File: src/rtl/sftr_ram.sv
// ----------------------------------------------------------------------------
// Sparse triplet fast transpose: generic RAM
// One write port and one read port with a registered, enabled read.
// ----------------------------------------------------------------------------
module sftr_ram #(
  parameter int unsigned WIDTH = 8,
  parameter int unsigned DEPTH = 16
) (
  input  logic                                     clk_i,
  input  logic                                     we_i,
  input  logic [((DEPTH > 1) ? $clog2(DEPTH) : 1)-1:0] waddr_i,
  input  logic [WIDTH-1:0]                         wdata_i,
  input  logic                                     re_i,
  input  logic [((DEPTH > 1) ? $clog2(DEPTH) : 1)-1:0] raddr_i,
  output logic [WIDTH-1:0]                         rdata_o
);

  logic [WIDTH-1:0] mem_q [DEPTH];
  logic [WIDTH-1:0] rdata_q;

  always_ff @(posedge clk_i) begin
    if (we_i) begin
      mem_q[waddr_i] <= wdata_i;
    end
    if (re_i) begin
      rdata_q <= mem_q[raddr_i];
    end
  end

  assign rdata_o = rdata_q;

endmodule

File: config.mk
export PLATFORM = sky130hd
export DESIGN_NAME = sftr_ram
export DESIGN_NICKNAME = d
export VERILOG_FILES = /design/src/rtl/sftr_ram.sv
export SDC_FILE = /design/constraint.sdc
export NUM_CORES = 1
export LEC_CHECK = 0
export ABC_AREA = 1
export BUFFER_PORTS_ARGS = -buffer_cell sky130_fd_sc_hd__buf_2
export CORE_UTILIZATION = 40
export CTS_BUF_LIST = sky130_fd_sc_hd__clkbuf_8 sky130_fd_sc_hd__clkbuf_16
export DETAILED_ROUTE_END_ITERATION = 8
export GPL_ROUTABILITY_DRIVEN = 0
export SLEW_MARGIN = 20
export SYNTH_ARGS = -nofsm -noshare
export SYNTH_HDL_FRONTEND = slang
export SYNTH_SLANG_ARGS = --single-unit
File: constraint.sdc
create_clock -name clk_i -period 1.7 [get_ports clk_i]
set_input_delay 0.51 -clock clk_i [delete_from_list [all_inputs] [get_ports clk_i]]
set_output_delay 0.51 -clock clk_i [all_outputs]
set_load 0.02 [all_outputs]
Yosys cells after proc, flatten, opt, wreduce, memory -nomap -nowiden
Memory sizes are Yosys's and may differ from the RTL's. A register that Yosys moved wholly into a read port is not among the register bits. Index checks and enable logic that the tools add are counted.

Register bits after elaboration: 0. Logic and storage cells: 3. Bits in writable memories: 128. Memories kept: 1.

Muxes and demuxes: 2.

Memories: mem_q (words 16, width 8, rd ports 1, clocked after memory_dff 1, wr ports 1, RTL line 18) `logic [WIDTH-1:0] mem_q [DEPTH];`.

Operator list (count): $mux W1 (2).

Depth between registers and ports, before layout
Gate-level depths: netlist of run 1.

Depth in word-level cells: 2. Depth in mapped cells: 8. Gate-level depth less buffers: 7.

Least setup slack after synthesis of run 1
OpenSTA, ideal clock, no wires.

Path type: input to register. Start point: input port waddr_i[2] in the netlist's numbering. End point: memory mem_q[10][0] (enable). Path buffers: 0. Setup time: 0.370 ns. Arrival time: 1.091 ns. Slack: 0.239 ns. Data required time: 1.330 ns. Stages on the path: 2. Path through: nand3b_1 -> nor2_1.

RTL lines: start, declared (RTL line 11) `input logic [((DEPTH > 1) ? $clog2(DEPTH) : 1)-1:0] waddr_i,`; end, declared (RTL line 18).

Straight into the memory's write port.

Final worst setup path of run 1
Start point: register rdata_q[4] (netlist: rdata_o[4]) (read register of mem_q). End point: output port rdata_o[4].

RTL lines: start, declared (RTL line 19) `logic [WIDTH-1:0] rdata_q;`; end, declared (RTL line 15) `output logic [WIDTH-1:0] rdata_o`.

No word-level cell between the ends.

==> results.json, run 1 <==
{
  "setup-violations-final": 0,
  "cts_setup_buffers": 0,
  "layout.filler_cells": 1272,
  "chipWidth_um": 123,
  "timing.critical_path.cells": "buf_2",
  "grtUsageTotal_pct": 19.7,
  "syn_nets": 570,
  "rsz0062_at_grt": "no",
  "grt_first_pass_wirelength_mm": 21.0,
  "die_h_um": 123,
  "timing.reg2reg.setup_slack_ns": 0.54,
  "synthesis.area_per_instance_sq_um": 10.6,
  "number_of_nets_in_the_layout": 617,
  "path_depth": 1,
  "ys_ff_latch": 136,
  "tritoncts": "yes",
  "post_detailed_route_via_to_cell_ratio": 4.78,
  "max_slew_margin_pct": 59.3,
  "worst-path-buf-inv": 1,
  "areaGrowthSynthToFinish_pct": 17.8,
  "htree_levels": 4,
  "clock_tree_root": "sky130_fd_sc_hd__clkbuf_16",
  "area_of_the_core_sq_um": 14100,
  "grt_antenna_before_repair": 0,
  "clk_transition_reported_paths_ns": 0.06,
  "die_area_sq_um": 15100,
  "synthDominantAreaCellType": "sky130_fd_sc_hd__edfxtp_1",
  "seqPwrFrac_pct": 47.3,
  "holdBufCountCts": 0,
  "power_density_nw_per_um2": 1170,
  "initial_utilization_pct": 41.5,
  "detailroute.via_count": 3774,
  "post_cts_sizing": 0,
  "sw_frac_of_total_pct": 21.0,
  "clock_path_buffers": 2,
  "total_power_mw": 8.05,
  "route.detailed.drc": 0,
  "clkLatencyLatePin_ns": 0.41,
  "first_pass_iters": 5,
  "synth_most_common_cell": "sky130_fd_sc_hd__nand2_1",
  "min_delay_worst_endpoint": "rdata_o[1]",
  "critical_path.max_fanout": 1,
  "timing.hold.worst_path_depth": 1,
  "io_pins": 27,
  "drtAntennaViolNets": 0,
  "iteration_0_drc_markers": 388,
  "tightestPinTransition_ns": 0.610,
  "pin_count_of_the_biggest_net_entering_global_routing": 43,
  "multi_input_area_sq_um": 1210,
  "antennaDiodeCount": 0,
  "period_share_pct": 89.8,
  "post_route_cells_drive_above_1_share_pct": 13.6,
  "timing.hold.worst.class": "primary input to flop",
  "path_class": "flop to primary output",
  "floorplan.rows": 43,
  "synth_top_flop_cell": "sky130_fd_sc_hd__edfxtp_1",
  "drt_wl_total_mm": 13.3,
  "synthCells": 551,
  "post_synth_instance_area_sq_um": 5850,
  "timing.hold.worst.start": "re_i",
  "synth-async-reset-ratio_pct": 0,
  "layout_min_cycle_time_ns": 1.53,
  "timing.critical_path.from_type": "flop",
  "synthDominantCellAreaShare_pct": 69.8,
  "synth_edf_count": 136,
  "first_global_vias": 3742,
  "critical-path-max-stage-delay_ns": 0.42,
  "total_leakage_power_nw": 2.97,
  "cts.sink_count": 136,
  "r2r_end": "rdata_o[6]",
  "p_comb_share_pct": 6.1,
  "synth.area.top_cells": "sky130_fd_sc_hd__edfxtp_1 70%, sky130_fd_sc_hd__nand2_1 11%, sky130_fd_sc_hd__nand3_1 8.3%, sky130_fd_sc_hd__inv_1 6.4%, sky130_fd_sc_hd__buf_6 1.2%",
  "total_switching_power_mw": 1.69,
  "postLayoutSetupSlackWorst_ns": 0.174,
  "max_freq_ghz": 0.655,
  "finish.utilization_pct": 48.9,
  "worst_setup_path_end_kind": "primary output",
  "ff2ff_path_depth": 6,
  "ff_latch_area_sq_um": 4080,
  "clock_network_power_share_pct": 46.7,
  "cell_internal_pwr_mw": 6.35,
  "yosysSeqAreaShare_pct": 69.8,
  "ys_types": 11,
  "avgRoutedWirePerCell_um": 16.8,
  "rr_startpoint": "mem_q[13][6]",
  "hpwlAfterDp_mm": 8.49,
  "finalClockSkew_ns": 0.00562,
  "slew_viol_final": 0,
  "cts_buffers": 17,
  "vdd_ir_drop_max_mv": 0.667,
  "status": "completed",
  "cp_top_family": "flip-flops",
  "critical-path-slowest-cell": "sky130_fd_sc_hd__edfxtp_1",
  "critPathArrivalTime_ns": 1.02,
  "post-place-ws_ns": -0.114,
  "synthTopCellsByCount": "173 x sky130_fd_sc_hd__nand2_1, 136 x sky130_fd_sc_hd__edfxtp_1, 100 x sky130_fd_sc_hd__inv_1, 97 x sky130_fd_sc_hd__nand3_1, 17 x sky130_fd_sc_hd__nor2_1",
  "ys_warn_count": 0,
  "grt-ovfl-total": 0,
  "timing.critical_path.required_ns": 1.19,
  "maxCapViolCount": 0,
  "buffer_ports.inserted": 26,
  "finalHoldViolCount": 0
}
## routing by layer
| metal | global-route usage, % | vias to the layer above | part of all wire (%) |
|---|---|---|---|
| met1 | 27.0 | 1770 | 47 |
| met3 | 3.87 | 18 | 4.9 |
| met2 | 30.0 | 114 | 46 |
| li1 | - | 1872 | - |
| met5 | 0 | - | 0 |
| met4 | 9.60 | 0 | 2.4 |
## final cells by class
class / count / area share (%)
Clock buffer: 17 / 6.18
Clock inverter: 14 / 2.65
Inverter: 102 / 5.56
Multi-Input combinational cell: 289 / 17.6
Sequential cell: 136 / 59.3
Tap cell: 180 / 3.27
Timing Repair Buffer: 52 / 5.45
## cell families after synthesis
logic type             synth area share, %
and+or+nand+nor                       20.8
DFF                                   69.8
buffers and inverters                 9.39
## state kept, by name, summed over array words and instances, names as in the netlist
name,count
mem_q,128
rdata_o,8
## power by group through the flow
stage | combinational [mW] | sequential, mW | clock [mW]
detailed placement | 0.491 | 3.87 | 0
floorplan | 0.265 | 3.89 | 0
finish | 0.488 | 3.80 | 3.75
global placement | 0.487 | 3.87 | 0
CTS | 0.493 | 3.81 | 3.80
global route | 0.543 | 3.81 | 3.93
## metrics by stage
stage | std cells | hold slack, ns | setup TNS (ns) | instance area (sq um)
after floorplan | 551 | 0.609 | 0 | 5850
after global placement | 759 | 0.745 | -0.325 | 6280
after detailed placement | 759 | 0.741 | -0.353 | 6280
after CTS | 790 | 0.458 | 0 | 6890
after global routing | 790 | 0.465 | 0 | 6890
final | 790 | 0.475 | 0 | 6890
## cell usage in the layout, fill, tap and decap left out
master	n
sky130_fd_sc_hd__inv_1	100
sky130_fd_sc_hd__buf_4	22
sky130_fd_sc_hd__buf_2	26
sky130_fd_sc_hd__bufinv_16	4
sky130_fd_sc_hd__nand3_1	97
sky130_fd_sc_hd__clkinv_1	2
sky130_fd_sc_hd__edfxtp_1	136
sky130_fd_sc_hd__nor2_1	17
sky130_fd_sc_hd__clkinv_2	3
sky130_fd_sc_hd__inv_2	2
sky130_fd_sc_hd__clkinv_4	2
sky130_fd_sc_hd__clkinvlp_4	3
sky130_fd_sc_hd__clkbuf_16	17
sky130_fd_sc_hd__buf_12	4
sky130_fd_sc_hd__nand2_1	173
sky130_fd_sc_hd__nand3b_1	2
## worst max path at each step
| stage | from | to | slack [ns] |
|---|---|---|---|
| 5_1_grt | rdata_o[6] | rdata_o[6] | 0.14 |
| 6_report | rdata_o[4] | rdata_o[4] | 0.17 |
| 4_1_cts | rdata_o[6] | rdata_o[6] | 0.15 |
| 3_5_place_dp | raddr_i[0] | rdata_o[2] | -0.11 |
| 2_1_floorplan | waddr_i[2] | mem_q[10][0] | 0.24 |
| 3_3_place_gp | raddr_i[0] | rdata_o[2] | -0.12 |
Power figures use the tool's default switching activity.
==> run 2: changes to the inputs <==
CORE_UTILIZATION = 60   (was 40)
PLACE_DENSITY = 0.78   (was default)
==> results.json, run 2 (synthesis results as in run 1) <==
{
  "use_met2_pct": 43.0,
  "multi_input_area_sq_um": 1210,
  "buffer_ports.inserted": 26,
  "vdd_ir_drop_max_mv": 1.03,
  "detailroute.via_count": 4098,
  "tightestPinTransition_ns": 0.585,
  "final_common_cell": "sky130_fd_sc_hd__nand2_1",
  "grt-ovfl-total": 0,
  "layout_min_cycle_time_ns": 1.63,
  "post-place-ws_ns": -0.0826,
  "slew_viol_final": 0,
  "final-instance-count-excl-fill": 738,
  "cp_top_family": "flip-flops",
  "area_of_the_core_sq_um": 9330,
  "path_depth": 1,
  "route.detailed.drc": 0,
  "initial_utilization_pct": 62.7,
  "ff_latch_area_sq_um": 4080,
  "max_slew_margin_pct": 60.9,
  "timing.reg2reg.setup_slack_ns": 0.55,
  "status": "completed",
  "pin_count_of_the_biggest_net_entering_global_routing": 59,
  "die_h_um": 101,
  "setup-violations-final": 0,
  "clkLatencyLatePin_ns": 0.52,
  "clock_path_buffers": 2,
  "post_dp_cell_area_sq_um": 6200,
  "drtAntennaViolNets": 0,
  "cts_setup_buffers": 0,
  "areaGrowthSynthToFinish_pct": 16.7,
  "grt_first_pass_wirelength_mm": 20.6,
  "clk_transition_reported_paths_ns": 0.06,
  "total_leakage_power_nw": 2.98,
  "globalRoute.busiestLayer": "met2",
  "first_pass_iters": 5,
  "die_area_sq_um": 10100,
  "post_detailed_route_via_to_cell_ratio": 5.55,
  "postLayoutSetupSlackWorst_ns": 0.0676,
  "worst-path-buf-inv": 1,
  "finish.utilization_pct": 73.2,
  "critical_path.max_fanout": 1,
  "largest-register": "mem_q",
  "finalClockSkew_ns": 0.00819,
  "maxCapViolCount": 0,
  "period_share_pct": 96.0,
  "global_route.usage.met1_pct": 39.6,
  "met3_usage_pct": 5.96,
  "fin_worst_hold_slack_ns": 0.359,
  "cts_buffers": 17,
  "power_density_nw_per_um2": 1190,
  "io_pins": 27,
  "cts.sink_count": 136,
  "first_global_vias": 3901,
  "post_route_cells_drive_above_1_share_pct": 13.6,
  "critPathArrivalTime_ns": 1.12,
  "timing.critical_path.from_type": "flop",
  "max_freq_ghz": 0.613,
  "ff2ff_path_depth": 6,
  "tritoncts": "yes",
  "grtUsageTotal_pct": 28.4,
  "number_of_nets_in_the_layout": 617,
  "layout.filler_cells": 597,
  "floorplan.rows": 35,
  "finalHoldViolCount": 0,
  "htree_levels": 4,
  "antennaDiodeCount": 0,
  "timing.hold.worst_path_depth": 1,
  "clock_tree_root": "sky130_fd_sc_hd__clkbuf_8",
  "placed_insts": 708,
  "holdBufCountCts": 0,
  "critical-path-slowest-cell": "sky130_fd_sc_hd__edfxtp_1",
  "layout.cells.most_common_list": "173 x sky130_fd_sc_hd__nand2_1, 136 x sky130_fd_sc_hd__edfxtp_1, 100 x sky130_fd_sc_hd__inv_1",
  "timing.critical_path.required_ns": 1.19,
  "rsz0062_at_grt": "no",
  "hpwlAfterDp_mm": 7.75,
  "largest_register_ff_count": 128,
  "avgRoutedWirePerCell_um": 17.7,
  "drt_wl_total_mm": 13.0,
  "chipWidth_um": 101,
  "iteration_0_drc_markers": 436,
  "finish.instance_area_sq_um": 6820,
  "path_class": "flop to primary output",
  "worst_setup_path_end_kind": "primary output",
  "timing.hold.worst.class": "primary input to flop",
  "critical-path-max-stage-delay_ns": 0.42,
  "post_cts_sizing": 0,
  "timing.critical_path.cells": "buf_2",
  "grt_antenna_before_repair": 0
}
[run 2: cell count changes in the layout (fill, tap and decap cells not counted), sizes merged]
cell and delta:
bufinv +1, clkinv -1, clkinvlp -1
[run 2: metal layers]
metal	vias to the layer above	part of all wire [%]	routed length [um]
li1	1872	-	-
met5	-	0	0
met3	30	10	1370
met1	1915	40	5180
met4	0	3.0	393
met2	281	47	6090
[run 2: final cells by class]
| cell class | instances | share of cell area, % |
|---|---|---|
| flip-flops and latches | 136 | 59.8 |
| clock buffers | 17 | 6.07 |
| repair buffers | 52 | 5.32 |
| inverters | 102 | 5.61 |
| well taps | 129 | 2.37 |
| clock inverters | 13 | 3.01 |
| multi-input cells | 289 | 17.8 |
[run 2: stage by stage]
stage | setup TNS (ns) | power (mW)
3_3_place_gp | -0.173 | 4.33
2_1_floorplan | 0 | 4.15
5_1_grt | 0 | 8.32
6_report | 0 | 8.13
4_1_cts | 0 | 8.15
3_5_place_dp | -0.216 | 4.35
[run 2: power breakdown]
| group | switching (mW) | total [mW] | internal, mW |
|---|---|---|---|
| clock network | 1.34 | 3.85 | 2.51 |
| logic | 0.341 | 0.486 | 0.145 |
| registers | 0.0220 | 3.80 | 3.78 |
| total | 1.70 | 8.13 | 6.43 |
[run 2: worst paths after layout]
kind | end | from
worst max-delay path | rdata_o[3] | rdata_o[3]
worst min-delay path | rdata_o[7] | re_i
worst max register to register | rdata_o[1] | mem_q[1][1]
worst min register to register | rdata_o[3] | mem_q[10][3]
==> run 3: changes to the inputs <==
CORE_UTILIZATION = 53   (was 60)
PLACE_DENSITY = 0.7   (was 0.78)
==> results.json, run 3 (synthesis results as in run 1) <==
{
  "status": "completed",
  "first_global_vias": 3806,
  "cts_setup_buffers": 0,
  "clock_path_buffers": 2,
  "post_route_cells_drive_above_1_share_pct": 12.5,
  "placed_insts": 713,
  "drt_wl_total_mm": 12.7,
  "critical-path-slowest-cell": "sky130_fd_sc_hd__edfxtp_1",
  "die_area_sq_um": 11500,
  "finalClockSkew_ns": 0.00505,
  "areaGrowthSynthToFinish_pct": 14.7,
  "slew_viol_final": 0,
  "detailroute.via_count": 3881,
  "timing.hold.worst.class": "primary input to flop",
  "chipWidth_um": 107,
  "holdBufCountCts": 0,
  "tritoncts": "yes",
  "iteration_0_drc_markers": 292,
  "clock_tree_root": "sky130_fd_sc_hd__clkbuf_8",
  "floorplan.rows": 37,
  "final-instance-count-excl-fill": 745,
  "timing.critical_path.required_ns": 1.19,
  "setup-violations-final": 0,
  "antennaDiodeCount": 0,
  "worst_setup_path_end_kind": "primary output",
  "timing.critical_path.cells": "buf_2",
  "layout.cells.most_common_list": "173 x sky130_fd_sc_hd__nand2_1, 136 x sky130_fd_sc_hd__edfxtp_1, 102 x sky130_fd_sc_hd__inv_1",
  "total_leakage_power_nw": 2.92,
  "largest_register_ff_count": 128,
  "tightestPinTransition_ns": 0.598,
  "max_freq_ghz": 0.611,
  "critical_path.max_fanout": 1,
  "clkLatencyLatePin_ns": 0.53,
  "route.detailed.drc": 0,
  "rsz0062_at_grt": "no",
  "max_slew_margin_pct": 60.1,
  "grt_antenna_before_repair": 0,
  "cts_buffers": 17,
  "layout_min_cycle_time_ns": 1.64,
  "timing.critical_path.from_type": "flop",
  "die_h_um": 107,
  "post_detailed_route_via_to_cell_ratio": 5.21,
  "critical-path-max-stage-delay_ns": 0.42,
  "grt-ovfl-total": 0,
  "hpwlAfterDp_mm": 7.88,
  "total_power_mw": 7.44,
  "buffer_ports.inserted": 26,
  "cts.sink_count": 136,
  "io_pins": 27,
  "first_pass_iters": 5,
  "path_class": "flop to primary output",
  "grt_first_pass_wirelength_mm": 19.9,
  "pin_count_of_the_biggest_net_entering_global_routing": 49,
  "layout.filler_cells": 805,
  "finalHoldViolCount": 0,
  "number_of_nets_in_the_layout": 615,
  "grtUsageTotal_pct": 24.5,
  "worst-path-buf-inv": 1,
  "drtAntennaViolNets": 0,
  "critPathArrivalTime_ns": 1.13,
  "largest-register": "mem_q",
  "area_of_the_core_sq_um": 10500,
  "htree_levels": 4,
  "period_share_pct": 96.3,
  "totalNegativeSetupSlack_ns": 0,
  "final_common_cell": "sky130_fd_sc_hd__nand2_1",
  "clk_transition_reported_paths_ns": 0.06,
  "initial_utilization_pct": 55.6,
  "post_cts_sizing": 0,
  "vdd_ir_drop_max_mv": 0.672,
  "cp_top_family": "flip-flops",
  "maxCapViolCount": 0,
  "avgRoutedWirePerCell_um": 17.1,
  "power_density_nw_per_um2": 1110
}
## run 3: cell types whose count changed in the layout (fill, tap and decap cells not counted)
cell	delta
sky130_fd_sc_hd__buf_4	-2
sky130_fd_sc_hd__bufinv_16	-4
sky130_fd_sc_hd__clkinv_1	+5
sky130_fd_sc_hd__clkinv_2	+2
sky130_fd_sc_hd__clkinv_4	-3
sky130_fd_sc_hd__inv_1	+2
## run 3: per-stage QoR
stage | worst slack (ns) | instance area [sq um] | hold WS [ns] | utilization [%]
after floorplan | 0.239 | 5850 | 0.609 | -
after global placement | -0.0229 | 6200 | 0.727 | 59.0
after detailed placement | -0.0411 | 6200 | 0.740 | 59.0
after CTS | 0.0552 | 6710 | 0.346 | 63.8
after global routing | 0.0523 | 6710 | 0.354 | 63.8
final | 0.0633 | 6710 | 0.360 | 63.8
## run 3: power by group
part           internal (mW)  switching [mW]  total (mW)  leakage [nW]
Combinational          0.141           0.337       0.479          1.43
Sequential              3.78          0.0212        3.80          1.24
Clock                   1.88            1.28        3.16         0.254
## run 3: area by class of cell
cell class,instances,area (sq um),area share (%)
Tap cell,136,170,2.54
Multi-Input combinational cell,289,1210,18.1
Clock inverter,15,95.1,1.42
Clock buffer,17,414,6.17
Inverter,102,383,5.71
Timing Repair Buffer,50,348,5.19
Sequential cell,136,4080,60.9
## run 3: worst paths after layout
check	startpoint	endpoint	slack (ns)	cells after the start
max	rdata_o[7]	rdata_o[7]	0.06	1
max reg2reg	mem_q[7][6]	rdata_o[6]	0.54	6
min	re_i	rdata_o[1]	0.36	1
min reg2reg	mem_q[13][1]	rdata_o[1]	0.75	6
## run 3: per-layer routing
layer	vias up	wire length (um)	track usage, %	part of all wire, %
li1	1873	-	-	-
met3	33	815	5.05	6.4
met2	154	6250	39.2	49
met5	-	0	0	0
met4	0	370	12.7	2.9
met1	1821	5280	31.8	42
